### config.mk
export PLATFORM = sky130hd
export DESIGN_NAME = bank_switch_mapper_irq_counter_top_flat
export DESIGN_NICKNAME = d
export VERILOG_FILES = /design/src/hdl/bsm_pkg.sv /design/src/hdl/bsm_if.sv /design/src/hdl/bsm_ctrl.sv /design/src/hdl/bsm_datapath.sv /design/src/hdl/bank_switch_mapper_irq_counter_top.sv /design/src/flat_wrapper.sv
export SDC_FILE = /design/constraint.sdc
export NUM_CORES = 1
export LEC_CHECK = 0
export BUFFER_PORTS_ARGS = -buffer_cell sky130_fd_sc_hd__buf_4
export CAP_MARGIN = 20
export CORE_MARGIN = 4
export CORE_UTILIZATION = 55
export CTS_CLUSTER_SIZE = 25
export DETAILED_ROUTE_END_ITERATION = 12
export PLACE_DENSITY_LB_ADDON = 0.08
export SKIP_LAST_GASP = 1
export SLEW_MARGIN = 20
export SYNTH_ARGS = -nofsm -noshare
export SYNTH_HDL_FRONTEND = slang
export SYNTH_SLANG_ARGS = --single-unit
### constraint.sdc
create_clock -name clk_i -period 3.91 [get_ports clk_i]
set_input_delay 0.391 -clock clk_i [delete_from_list [all_inputs] [get_ports clk_i]]
set_output_delay 0.391 -clock clk_i [all_outputs]
set_load 0.02 [all_outputs]
### src/hdl/bsm_pkg.sv
// ----------------------------------------------------------------------------
// Bank switch mapper package
// Shared types, codes and constants for the bank switching mapper with its
// scanline IRQ counter.
// ----------------------------------------------------------------------------
package bsm_pkg;

  // Remainder unit: one quotient bit per cycle over an 8-bit bank number.
  localparam int unsigned DivSteps = 8;
  localparam int unsigned CntW     = $clog2(DivSteps);

  localparam int unsigned BankW    = 8;
  localparam int unsigned CountW   = 9;
  localparam int unsigned MemAddrW = 21;

  // Largest bank count honored; anything above is treated as this.
  localparam logic [CountW-1:0] MaxBanks = 9'd256;

  // Item kinds.
  typedef enum logic [1:0] {
    MODE_CPU_WRITE  = 2'd0,
    MODE_PRG_READ   = 2'd1,
    MODE_CHR_ACCESS = 2'd2,
    MODE_A12_RISE   = 2'd3
  } mode_e;

  // Configuration register indexes.
  typedef enum logic [1:0] {
    CFG_PRG_TOTAL  = 2'd0,
    CFG_CHR_TOTAL  = 2'd1,
    CFG_CHR_WRITE  = 2'd2,
    CFG_HDR_MIRROR = 2'd3
  } cfg_idx_e;

  // CPU register decode: {address[14:13], address[0]} above 0x8000.
  typedef enum logic [2:0] {
    REG_BANK_SELECT = 3'b000,
    REG_BANK_DATA   = 3'b001,
    REG_MIRRORING   = 3'b010,
    REG_UNUSED      = 3'b011,
    REG_IRQ_LATCH   = 3'b100,
    REG_IRQ_RELOAD  = 3'b101,
    REG_IRQ_DISABLE = 3'b110,
    REG_IRQ_ENABLE  = 3'b111
  } reg_op_e;

  // PRG window decode: address[14:13].
  typedef enum logic [1:0] {
    PRG_WIN_8000 = 2'd0,
    PRG_WIN_A000 = 2'd1,
    PRG_WIN_C000 = 2'd2,
    PRG_WIN_E000 = 2'd3
  } prg_win_e;

  localparam logic [1:0] MirrorFour = 2'd2;

  localparam logic [BankW-1:0] BankResetVal [8] = '{
    8'd0, 8'd2, 8'd4, 8'd5, 8'd6, 8'd7, 8'd0, 8'd1
  };

  typedef enum logic [1:0] {
    ST_IDLE,
    ST_EXEC,
    ST_DIV,
    ST_FINISH
  } ctrl_state_e;

  typedef struct packed {
    logic [1:0]  mode;
    logic [15:0] address;
    logic [7:0]  write_data;
    logic        ppu_write;
  } in_item_t;

  typedef struct packed {
    logic [MemAddrW-1:0] mem_address;
    logic                address_valid;
    logic                chr_write_enable;
    logic                irq_line;
    logic [1:0]          mirroring;
  } out_item_t;

  typedef struct packed {
    logic load_item;
    logic exec;
    logic div_step;
    logic out_load;
  } bsm_cmd_t;

  typedef struct packed {
    logic need_div;
    logic out_free;
  } bsm_status_t;

endpackage

### src/hdl/bsm_if.sv
// ----------------------------------------------------------------------------
// Bank switch mapper channel interfaces
// Valid/ready channels for request transactions and result transactions.
// ----------------------------------------------------------------------------
interface bsm_in_if;
  logic        valid;
  logic        ready;
  logic [1:0]  mode;
  logic [15:0] address;
  logic [7:0]  write_data;
  logic        ppu_write;

  modport source (output valid, output mode, output address, output write_data,
                  output ppu_write, input ready);
  modport sink   (input valid, input mode, input address, input write_data,
                  input ppu_write, output ready);
endinterface

interface bsm_out_if;
  logic        valid;
  logic        ready;
  logic [20:0] mem_address;
  logic        address_valid;
  logic        chr_write_enable;
  logic        irq_line;
  logic [1:0]  mirroring;

  modport source (output valid, output mem_address, output address_valid,
                  output chr_write_enable, output irq_line, output mirroring,
                  input ready);
  modport sink   (input valid, input mem_address, input address_valid,
                  input chr_write_enable, input irq_line, input mirroring,
                  output ready);
endinterface

### src/hdl/bsm_ctrl.sv
// ----------------------------------------------------------------------------
// Bank switch mapper controller
// Sequences one transaction through execute, remainder steps and result load.
// ----------------------------------------------------------------------------
module bsm_ctrl (
  input  logic                 clk_i,
  input  logic                 rst_ni,
  input  logic                 in_valid_i,
  output logic                 in_ready_o,
  input  bsm_pkg::bsm_status_t status_i,
  output bsm_pkg::bsm_cmd_t    cmd_o
);
  import bsm_pkg::*;

  ctrl_state_e state_q, state_d;
  logic [CntW-1:0] cnt_q, cnt_d;
  logic cnt_last;

  assign cnt_last = (cnt_q == CntW'(DivSteps - 1));

  always_ff @(posedge clk_i or negedge rst_ni) begin
    if (!rst_ni) begin
      state_q <= ST_IDLE;
      cnt_q   <= '0;
    end else begin
      state_q <= state_d;
      cnt_q   <= cnt_d;
    end
  end

  always_comb begin
    state_d = state_q;
    cnt_d   = cnt_q;
    unique case (state_q)
      ST_IDLE: begin
        if (in_valid_i) state_d = ST_EXEC;
      end
      ST_EXEC: begin
        cnt_d   = '0;
        state_d = status_i.need_div ? ST_DIV : ST_FINISH;
      end
      ST_DIV: begin
        cnt_d = cnt_q + CntW'(1);
        if (cnt_last) state_d = ST_FINISH;
      end
      ST_FINISH: begin
        if (status_i.out_free) state_d = ST_IDLE;
      end
      default: state_d = ST_IDLE;
    endcase
  end

  always_comb begin
    in_ready_o     = 1'b0;
    cmd_o          = '0;
    unique case (state_q)
      ST_IDLE: begin
        in_ready_o      = 1'b1;
        cmd_o.load_item = in_valid_i;
      end
      ST_EXEC:   cmd_o.exec     = 1'b1;
      ST_DIV:    cmd_o.div_step = 1'b1;
      ST_FINISH: cmd_o.out_load = status_i.out_free;
      default: ;
    endcase
  end

`ifndef NO_ASSERTIONS
  a_accept_to_exec: assert property (@(posedge clk_i) disable iff (!rst_ni)
    (in_valid_i && in_ready_o) |=> (state_q == ST_EXEC))
    else $error("accepted transaction did not enter execute");
  a_div_length: assert property (@(posedge clk_i) disable iff (!rst_ni)
    (state_q == ST_DIV && cnt_last) |=> (state_q == ST_FINISH))
    else $error("remainder sequence did not end after its last step");
  a_load_only_finish: assert property (@(posedge clk_i) disable iff (!rst_ni)
    cmd_o.out_load |-> (state_q == ST_FINISH && status_i.out_free))
    else $error("result loaded outside finish or into a full register");
`endif
endmodule

### src/hdl/bsm_datapath.sv
// ----------------------------------------------------------------------------
// Bank switch mapper datapath
// Mapper registers, IRQ counter, address translation, bit-serial bank
// remainder unit and the result register.
// ----------------------------------------------------------------------------
module bsm_datapath (
  input  logic                  clk_i,
  input  logic                  rst_ni,
  input  logic                  cfg_we_i,
  input  logic [1:0]            cfg_index_i,
  input  logic [8:0]            cfg_data_i,
  input  bsm_pkg::in_item_t     in_item_i,
  input  bsm_pkg::bsm_cmd_t     cmd_i,
  output bsm_pkg::bsm_status_t  status_o,
  input  logic                  out_ready_i,
  output logic                  out_valid_o,
  output bsm_pkg::out_item_t    out_item_o
);
  import bsm_pkg::*;

  // Configuration.
  logic [CountW-1:0] prg_total_q, chr_total_q;
  logic              chr_writable_q;

  // Mapper state.
  logic [2:0]       bank_sel_q;
  logic [BankW-1:0] bank_q [8];
  logic             prg_swap_q, chr_invert_q;
  logic [7:0]       irq_latch_q, irq_count_q;
  logic             irq_reload_q, irq_enable_q, irq_pending_q;
  logic [1:0]       mirror_q;

  // Item and remainder unit.
  in_item_t          item_q;
  logic              valid_q, is_chr_q, we_q;
  logic [BankW-1:0]  dividend_q;
  logic [CountW-1:0] divisor_q, rem_q;
  logic [12:0]       off_q;

  logic              out_valid_q;
  out_item_t         out_item_q;

  // ---------------------------------------------------------------- decode
  logic [CountW-1:0] n_prg, n_chr;
  logic [BankW-1:0]  prg_second, prg_last, prg_bank, chr_bank;
  logic [12:0]       chr_a, chr_ai;
  logic              exec_valid, exec_chr, exec_we;
  logic [BankW-1:0]  exec_bank;
  logic [CountW-1:0] exec_n;
  reg_op_e           reg_op;
  logic [7:0]        irq_count_next;
  logic              irq_reload_now;

  assign n_prg = (prg_total_q > MaxBanks) ? MaxBanks : prg_total_q;
  assign n_chr = (chr_total_q > MaxBanks) ? MaxBanks : chr_total_q;

  assign prg_last   = BankW'(n_prg - CountW'(1));
  assign prg_second = (n_prg >= CountW'(2)) ? BankW'(n_prg - CountW'(2)) : '0;

  always_comb begin
    unique case (prg_win_e'(item_q.address[14:13]))
      PRG_WIN_8000: prg_bank = prg_swap_q ? prg_second : bank_q[6];
      PRG_WIN_A000: prg_bank = bank_q[7];
      PRG_WIN_C000: prg_bank = prg_swap_q ? bank_q[6] : prg_second;
      PRG_WIN_E000: prg_bank = prg_last;
      default:      prg_bank = prg_last;
    endcase
  end

  assign chr_a  = item_q.address[12:0];
  assign chr_ai = chr_a ^ {chr_invert_q, 12'd0};

  always_comb begin
    priority if (chr_ai[12:11] == 2'b00) begin
      chr_bank = {bank_q[0][7:1], chr_a[10]};
    end else if (chr_ai[12:11] == 2'b01) begin
      chr_bank = {bank_q[1][7:1], chr_a[10]};
    end else begin
      chr_bank = bank_q[3'd2 + {1'b0, chr_ai[11:10]}];
    end
  end

  always_comb begin
    exec_valid = 1'b0;
    exec_chr   = 1'b0;
    exec_we    = 1'b0;
    exec_bank  = prg_bank;
    exec_n     = n_prg;
    unique case (mode_e'(item_q.mode))
      MODE_PRG_READ: begin
        exec_valid = (n_prg != '0) && item_q.address[15];
      end
      MODE_CHR_ACCESS: begin
        exec_chr   = 1'b1;
        exec_bank  = chr_bank;
        exec_n     = n_chr;
        exec_valid = (n_chr != '0);
        exec_we    = item_q.ppu_write & chr_writable_q;
      end
      MODE_CPU_WRITE, MODE_A12_RISE: ;
      default: ;
    endcase
  end

  assign status_o.need_div = exec_valid;
  assign status_o.out_free = !out_valid_q || out_ready_i;

  assign reg_op = reg_op_e'({item_q.address[14:13], item_q.address[0]});

  assign irq_reload_now = (irq_count_q == '0) || irq_reload_q;
  assign irq_count_next = irq_reload_now ? irq_latch_q : irq_count_q - 8'd1;

  // ---------------------------------------------------------- mapper state
  always_ff @(posedge clk_i or negedge rst_ni) begin
    if (!rst_ni) begin
      prg_total_q    <= '0;
      chr_total_q    <= '0;
      chr_writable_q <= 1'b0;
      bank_sel_q     <= '0;
      bank_q         <= BankResetVal;
      prg_swap_q     <= 1'b0;
      chr_invert_q   <= 1'b0;
      irq_latch_q    <= '0;
      irq_count_q    <= '0;
      irq_reload_q   <= 1'b0;
      irq_enable_q   <= 1'b0;
      irq_pending_q  <= 1'b0;
      mirror_q       <= '0;
    end else begin
      if (cfg_we_i) begin
        unique case (cfg_idx_e'(cfg_index_i))
          CFG_PRG_TOTAL:  prg_total_q    <= cfg_data_i;
          CFG_CHR_TOTAL:  chr_total_q    <= cfg_data_i;
          CFG_CHR_WRITE:  chr_writable_q <= cfg_data_i[0];
          CFG_HDR_MIRROR: begin
            // A header value of three is treated as four-screen.
            mirror_q <= (cfg_data_i[1:0] > MirrorFour) ? MirrorFour : cfg_data_i[1:0];
          end
          default: ;
        endcase
      end
      if (cmd_i.exec && mode_e'(item_q.mode) == MODE_CPU_WRITE && item_q.address[15]) begin
        unique case (reg_op)
          REG_BANK_SELECT: begin
            bank_sel_q   <= item_q.write_data[2:0];
            prg_swap_q   <= item_q.write_data[6];
            chr_invert_q <= item_q.write_data[7];
          end
          REG_BANK_DATA: begin
            // The two 2 KiB CHR banks always start on an even bank.
            bank_q[bank_sel_q] <= {item_q.write_data[7:1],
                                   item_q.write_data[0] & (bank_sel_q[2:1] != 2'b00)};
          end
          REG_MIRRORING: begin
            if (mirror_q != MirrorFour) mirror_q <= {1'b0, item_q.write_data[0]};
          end
          REG_IRQ_LATCH:  irq_latch_q <= item_q.write_data;
          REG_IRQ_RELOAD: begin
            irq_count_q  <= '0;
            irq_reload_q <= 1'b1;
          end
          REG_IRQ_DISABLE: begin
            irq_enable_q  <= 1'b0;
            irq_pending_q <= 1'b0;
          end
          REG_IRQ_ENABLE: irq_enable_q <= 1'b1;
          REG_UNUSED: ;
          default: ;
        endcase
      end
      if (cmd_i.exec && mode_e'(item_q.mode) == MODE_A12_RISE) begin
        irq_count_q  <= irq_count_next;
        irq_reload_q <= 1'b0;
        if (irq_count_next == '0 && irq_enable_q) irq_pending_q <= 1'b1;
      end
    end
  end

  // ------------------------------------------------------ remainder unit
  logic [CountW-1:0] rem_shift, rem_next;

  assign rem_shift = {rem_q[BankW-1:0], dividend_q[BankW-1]};
  assign rem_next  = (rem_shift >= divisor_q) ? rem_shift - divisor_q : rem_shift;

  always_ff @(posedge clk_i) begin
    if (cmd_i.load_item) item_q <= in_item_i;
    if (cmd_i.exec) begin
      valid_q    <= exec_valid;
      is_chr_q   <= exec_chr;
      we_q       <= exec_we;
      dividend_q <= exec_bank;
      divisor_q  <= exec_n;
      rem_q      <= '0;
      off_q      <= item_q.address[12:0];
    end else if (cmd_i.div_step) begin
      rem_q      <= rem_next;
      dividend_q <= {dividend_q[BankW-2:0], 1'b0};
    end
  end

  // ------------------------------------------------------ result register
  out_item_t result;

  always_comb begin
    result                  = '0;
    result.irq_line         = irq_pending_q;
    result.mirroring        = mirror_q;
    if (valid_q) begin
      result.address_valid    = 1'b1;
      result.chr_write_enable = we_q;
      result.mem_address      = is_chr_q ? {3'b000, rem_q[BankW-1:0], off_q[9:0]}
                                         : {rem_q[BankW-1:0], off_q};
    end
  end

  always_ff @(posedge clk_i or negedge rst_ni) begin
    if (!rst_ni) begin
      out_valid_q <= 1'b0;
    end else if (cmd_i.out_load) begin
      out_valid_q <= 1'b1;
    end else if (out_ready_i) begin
      out_valid_q <= 1'b0;
    end
  end

  always_ff @(posedge clk_i) begin
    if (cmd_i.out_load) out_item_q <= result;
  end

  assign out_valid_o = out_valid_q;
  assign out_item_o  = out_item_q;

`ifndef NO_ASSERTIONS
  a_rem_below_divisor: assert property (@(posedge clk_i) disable iff (!rst_ni)
    (cmd_i.out_load && valid_q) |-> (rem_q < divisor_q))
    else $error("bank remainder not reduced below bank count");
  a_irq_rise_source: assert property (@(posedge clk_i) disable iff (!rst_ni)
    $rose(irq_pending_q) |-> $past(cmd_i.exec))
    else $error("IRQ raised without an executed transaction");
  a_out_hold: assert property (@(posedge clk_i) disable iff (!rst_ni)
    (out_valid_q && !out_ready_i) |=> (out_valid_q && $stable(out_item_q)))
    else $error("waiting result changed or dropped");
`endif
endmodule

### src/hdl/bank_switch_mapper_irq_counter_top.sv
// ----------------------------------------------------------------------------
// Bank switch mapper with scanline IRQ counter
// Translates CPU and PPU accesses to banked physical addresses, takes mapper
// register writes and clocks the scanline IRQ counter.
// ----------------------------------------------------------------------------
//
//   Channel  Direction  Handshake     Payload
//   in_i     sink       valid/ready   mode, address, write_data, ppu_write
//   out_o    source     valid/ready   mem_address, address_valid,
//                                     chr_write_enable, irq_line, mirroring
//   cfg      sink       cfg_we_i      cfg_index_i, cfg_data_i
//
// A translating transaction is latched on acceptance, decoded, reduced by a
// bit-serial remainder of the bank number by the bank count, and then loaded
// into the result register. Register writes, rising edges on A12 and open-bus reads
// skip the remainder. A full result register stalls only the final load;
// a new request is taken while the previous result waits. Reset is
// asynchronous and active low and leaves the mapper registers at their
// power-up values.
//
module bank_switch_mapper_irq_counter_top (
  input  logic       clk_i,
  input  logic       rst_ni,
  input  logic       cfg_we_i,
  input  logic [1:0] cfg_index_i,
  input  logic [8:0] cfg_data_i,
  bsm_in_if.sink     in_i,
  bsm_out_if.source  out_o
);
  import bsm_pkg::*;

  bsm_cmd_t    cmd;
  bsm_status_t status;
  in_item_t    in_item;
  out_item_t   out_item;
  logic        out_valid;

  // Pack the request fields into one item for the datapath.
  assign in_item.mode       = in_i.mode;
  assign in_item.address    = in_i.address;
  assign in_item.write_data = in_i.write_data;
  assign in_item.ppu_write  = in_i.ppu_write;

  // The controller owns the request handshake and steps the datapath.
  bsm_ctrl u_ctrl (
    .clk_i      (clk_i),
    .rst_ni     (rst_ni),
    .in_valid_i (in_i.valid),
    .in_ready_o (in_i.ready),
    .status_i   (status),
    .cmd_o      (cmd)
  );

  // The datapath holds all mapper state and the result register.
  bsm_datapath u_datapath (
    .clk_i       (clk_i),
    .rst_ni      (rst_ni),
    .cfg_we_i    (cfg_we_i),
    .cfg_index_i (cfg_index_i),
    .cfg_data_i  (cfg_data_i),
    .in_item_i   (in_item),
    .cmd_i       (cmd),
    .status_o    (status),
    .out_ready_i (out_o.ready),
    .out_valid_o (out_valid),
    .out_item_o  (out_item)
  );

  assign out_o.valid            = out_valid;
  assign out_o.mem_address      = out_item.mem_address;
  assign out_o.address_valid    = out_item.address_valid;
  assign out_o.chr_write_enable = out_item.chr_write_enable;
  assign out_o.irq_line         = out_item.irq_line;
  assign out_o.mirroring        = out_item.mirroring;

endmodule
### src/flat_wrapper.sv
// flat-port wrapper written by rule: the top's interface ports become plain ports
module bank_switch_mapper_irq_counter_top_flat import bsm_pkg::*;
  (clk_i, rst_ni, cfg_we_i, cfg_index_i, cfg_data_i, in_i_valid, in_i_mode, in_i_address, in_i_write_data, in_i_ppu_write, in_i_ready, out_o_valid, out_o_mem_address, out_o_address_valid, out_o_chr_write_enable, out_o_irq_line, out_o_mirroring, out_o_ready);
  bsm_in_if in_i_i ();
  bsm_out_if out_o_i ();
  input  logic clk_i;
  input  logic rst_ni;
  input  logic cfg_we_i;
  input  logic [1:0] cfg_index_i;
  input  logic [8:0] cfg_data_i;
  input wire logic [$bits(in_i_i.valid)-1:0] in_i_valid;
  input wire logic [$bits(in_i_i.mode)-1:0] in_i_mode;
  input wire logic [$bits(in_i_i.address)-1:0] in_i_address;
  input wire logic [$bits(in_i_i.write_data)-1:0] in_i_write_data;
  input wire logic [$bits(in_i_i.ppu_write)-1:0] in_i_ppu_write;
  output wire logic [$bits(in_i_i.ready)-1:0] in_i_ready;
  output wire logic [$bits(out_o_i.valid)-1:0] out_o_valid;
  output wire logic [$bits(out_o_i.mem_address)-1:0] out_o_mem_address;
  output wire logic [$bits(out_o_i.address_valid)-1:0] out_o_address_valid;
  output wire logic [$bits(out_o_i.chr_write_enable)-1:0] out_o_chr_write_enable;
  output wire logic [$bits(out_o_i.irq_line)-1:0] out_o_irq_line;
  output wire logic [$bits(out_o_i.mirroring)-1:0] out_o_mirroring;
  input wire logic [$bits(out_o_i.ready)-1:0] out_o_ready;
  assign in_i_i.valid = in_i_valid;
  assign in_i_i.mode = in_i_mode;
  assign in_i_i.address = in_i_address;
  assign in_i_i.write_data = in_i_write_data;
  assign in_i_i.ppu_write = in_i_ppu_write;
  assign in_i_ready = in_i_i.ready;
  assign out_o_valid = out_o_i.valid;
  assign out_o_mem_address = out_o_i.mem_address;
  assign out_o_address_valid = out_o_i.address_valid;
  assign out_o_chr_write_enable = out_o_i.chr_write_enable;
  assign out_o_irq_line = out_o_i.irq_line;
  assign out_o_mirroring = out_o_i.mirroring;
  assign out_o_i.ready = out_o_ready;
  bank_switch_mapper_irq_counter_top u_core (.clk_i(clk_i), .rst_ni(rst_ni), .cfg_we_i(cfg_we_i), .cfg_index_i(cfg_index_i), .cfg_data_i(cfg_data_i), .in_i(in_i_i), .out_o(out_o_i));
endmodule
==> flow_metrics.tcl <==
set metrics [dict create \
    final.setup.tns_ns 0 \
    r2r_slack_ns 1.11 \
    clock.fmax_ghz 0.357 \
    regArea_um2 5580 \
    fin_crit_ns 2.80 \
    wl_per_cell_um 20.1 \
    finClkSkew_ns 0.0150 \
    drtPass1Iterations 5 \
    reg2regPathDepth 10 \
    multi_input_area_um2 3820 \
    final_layout_size_suffix_gt1_share_pct 27.5 \
    critPathLaunchType "flip-flop" \
    synthTopCellsByArea "edfxtp_1 27%, dfrtp_1 27%, mux2_2 11%" \
    ys.flop_type "dfrtp_1" \
    worstMarginPinSlew_ns 1.00 \
    yosys-mux-area-fraction_pct 15.7 \
    synthCells 769 \
    slowest_stage "dfrtp_1" \
    synth-seq-area-share_pct 57.7 \
    grt_max_degree 88 \
    layout_common_cells "103 x dfrtp_1, 96 x mux2_2, 86 x edfxtp_1, 78 x buf_4, 56 x o21ai_0" \
    ant_nets 0 \
    synth_adder_area_share_pct 3.44 \
    final_common_cell "dfrtp_1" \
    cts_setup_buffers 0 \
    crit_path_max_incr_delay_ns 0.47 \
    grt_pass1_vias 6569 \
    antenna_found_initial 0 \
    dp_hpwl_mm 15.6 \
    cts_resized 0 \
    wl_mm 21.7 \
    initial_core_util_pct 56.1 \
    synthDistinctLibCells 63 \
    p_per_area_nw_per_um2 707 \
    synth_fp_nets 838 \
    clkPwrFrac_pct 26.8 \
    swShare_pct 33.7 \
    grt_pass1_wl_mm 35.2 \
    avgSynthCellArea_um2 12.6 \
    cp_cell_sequence "inv_1, nand2_1, inv_1, ha_1, or3b_1, a41o_1, a21oi_1, a211oi_1, a211o_1, a31oi_1" \
    maxCapViolations 0 \
    fin_nets 908 \
    die_h_um 141 \
    drcViolationCount 0 \
    p_leak_uw 0.00481 \
    die_width_um 141 \
    die_area_um2 19800 \
    path_common_cell "inv_1" \
    ys_ff_latch 207 \
    synthesis.area_um2 9670 \
    htree_levels 1 \
    rows 48 \
    fill_cells 1326 \
    end_kind "flip-flop" \
    path_clk_slew_ns 0.06 \
    arrival_ns 3.15 \
    ctsLongestPathBuffers 3 \
    num_io_pins 71 \
    grt_overflow_total 0 \
    synth_top_area_cell "edfxtp_1" \
    synth.top_cell.area_share_pct 26.7 \
    hold_class "in -> async" \
    rr_startpoint "u_core.u_datapath.prg_total_q[8]$_DFFE_PN0P_" \
    rsz0062_at_grt "no" \
    cts.sinks 207 \
    violations "hold timing" \
    yosys_warnings 0 \
    worstPathRequired_ns 4.25 \
    synth-simple-area-share_pct 10.0 \
    synth_compound_area_share_pct 9.16 \
    vias 6277 \
    clk_latency_ns 0.50 \
    p_switching_uw 2660 \
    via_per_inst 5.81 \
    gp_congestion 0.921 \
    io_buffer_count 70 \
    tritoncts "built" \
    setup_viol 0 \
    totalPowerFinal_uw 7880 \
    hold_viol_final 54 \
    p_seq_share_pct 42.1 \
    crit_path_max_fanout 13 \
    diodes 0 \
    combinationalPowerShare_pct 31.1 \
    drt_iter0_markers 341 \
    synth-async-reset-ratio_pct 54.6 \
    reg2reg_to "u_core.u_datapath.dividend_q[4]$_DFFE_PP_" \
    worstSetupPathType "reg -> reg" \
    min_period_over_period_pct 71.7 \
    peakVddDrop_uv 432 \
    hold_slack_ns -0.0298 \
    p_int_uw 5230 \
    max_slew_margin_pct 33.2 \
    startpoint "u_core.u_datapath.prg_total_q[8]$_DFFE_PN0P_" \
    synth_top_family_by_area "multiplexers" \
    core_area_um2 17200 \
    slew_violations 0 \
    outcome "finished, violations left" \
    hold_buffers 0 \
    synth_edf_count 86 \
    cts_buffers 22 \
    grt_use_total_pct 22.4 \
    area_growth_pct 15.4 \
    synth_xor_area_share_pct 1.18 \
    cts_root_buffer "clkbuf_16" \
]
-- routing by layer --
layer	share of wire, %	GRT usage, %	vias to the layer above	wire length, um
met1	43	29.3	3112	9260
li1	-	-	2962	-
met3	4.5	3.77	46	983
met4	3.5	8.47	0	750
met5	0	0	-	0
met2	49	37.7	157	10700
-- critical path, delay by kind of cell, from the launching register on --
family	cells	cell delay, ns
buffers and inverters	2	0.46
AOI/OAI and AO/OA	5	1.01
DFF	1	0.47
and+or+nand+nor	2	0.57
adders and majority gates	1	0.14
-- synth_stat cells (all sizes together), types with 5 or more instances --
| library cell | number |
|---|---|
| a311oi | 5 |
| mux4 | 7 |
| buf | 12 |
| dfstp | 10 |
| ha | 25 |
| and3 | 10 |
| nor3b | 9 |
| nor2 | 35 |
| a21oi | 34 |
| nand3b | 8 |
| edfxtp | 86 |
| mux2i | 28 |
| nor3 | 14 |
| dfxtp | 8 |
| inv | 34 |
| mux2 | 96 |
| a31oi | 5 |
| clkbuf | 21 |
| nand2b | 8 |
| nor2b | 16 |
| nand2 | 41 |
| o21ai | 56 |
| and2 | 17 |
| nand3 | 11 |
| xnor2 | 13 |
| dfrtp | 103 |
| a211oi | 7 |
-- sequential cells by signal, indices dropped and copies added (netlist names), 3 cells and up --
signal,flops
u_core.u_datapath.out_item_o,26
u_core.u_datapath.chr_total_q,9
u_core.u_datapath.dividend_q,8
u_core.u_datapath.bank_sel_q,3
u_core.u_datapath.irq_latch_q,8
u_core.u_datapath.divisor_q,9
u_core.u_datapath.chr_a,13
u_core.u_datapath.bank_q,62
u_core.u_ctrl.cnt_q,3
u_core.u_datapath.prg_total_q,9
u_core.u_datapath.off_q,13
u_core.u_datapath.item_q,14
u_core.u_datapath.irq_count_q,8
u_core.u_datapath.rem_q,8
-- worst max path at each step --
stage,endpoint,slack (ns),cells past startpoint
after floorplan,u_core.u_datapath.bank_q[40]$_DFFE_PN0P_,1.19,6
after CTS,u_core.u_datapath.dividend_q[4]$_DFFE_PP_,1.07,10
after detailed placement,u_core.u_datapath.dividend_q[4]$_DFFE_PP_,1.12,10
final,u_core.u_datapath.dividend_q[4]$_DFFE_PP_,1.11,10
after global placement,u_core.u_datapath.dividend_q[4]$_DFFE_PP_,1.23,10
after global routing,u_core.u_datapath.dividend_q[6]$_DFFE_PP_,0.87,8
-- kinds of logic (layout without fill, tap and decap cells) --
kind of cell / count (synthesis) / after routing
flops: 207 / 207
simple gates: 181 / 181
compound gates: 144 / 144
mux: 131 / 131
buf+inv: 67 / 153
fa+ha+maj: 26 / 26
xor+xnor: 13 / 13
-- power groups by stage --
stage | clock, uW | combinational, uW | sequential [uW]
2_1_floorplan | 0 | 1780 | 3250
3_3_place_gp | 0 | 2380 | 3330
3_5_place_dp | 0 | 2460 | 3360
4_1_cts | 2160 | 2470 | 3320
5_1_grt | 2260 | 2750 | 3390
6_report | 2110 | 2460 | 3320
-- final cells by class --
| cell class | instances | area share [%] |
|---|---|---|
| tap | 225 | 2.52 |
| clock buffer | 34 | 5.90 |
| multi-input combinational | 495 | 34.3 |
| inverter | 34 | 1.14 |
| timing repair buffer | 79 | 5.35 |
| sequential | 207 | 50.0 |
| clock inverter | 6 | 0.774 |
-- through the flow --
| stage | hold slack (ns) | util, % | worst slack [ns] | area, um^2 | cells |
|---|---|---|---|---|---|
| final | -0.0298 | 64.7 | 1.11 | 11200 | 1080 |
| after global routing | 0.0291 | 64.7 | 0.865 | 11200 | 1080 |
| after CTS | 0.0444 | 64.7 | 1.07 | 11200 | 1080 |
| after detailed placement | 0.405 | 60.4 | 1.12 | 10400 | 1040 |
| after global placement | 0.401 | 60.4 | 1.23 | 10400 | 1040 |
| after floorplan | 0.0954 | - | 1.19 | 9670 | 769 |
(Power assumes the default switching activity.)
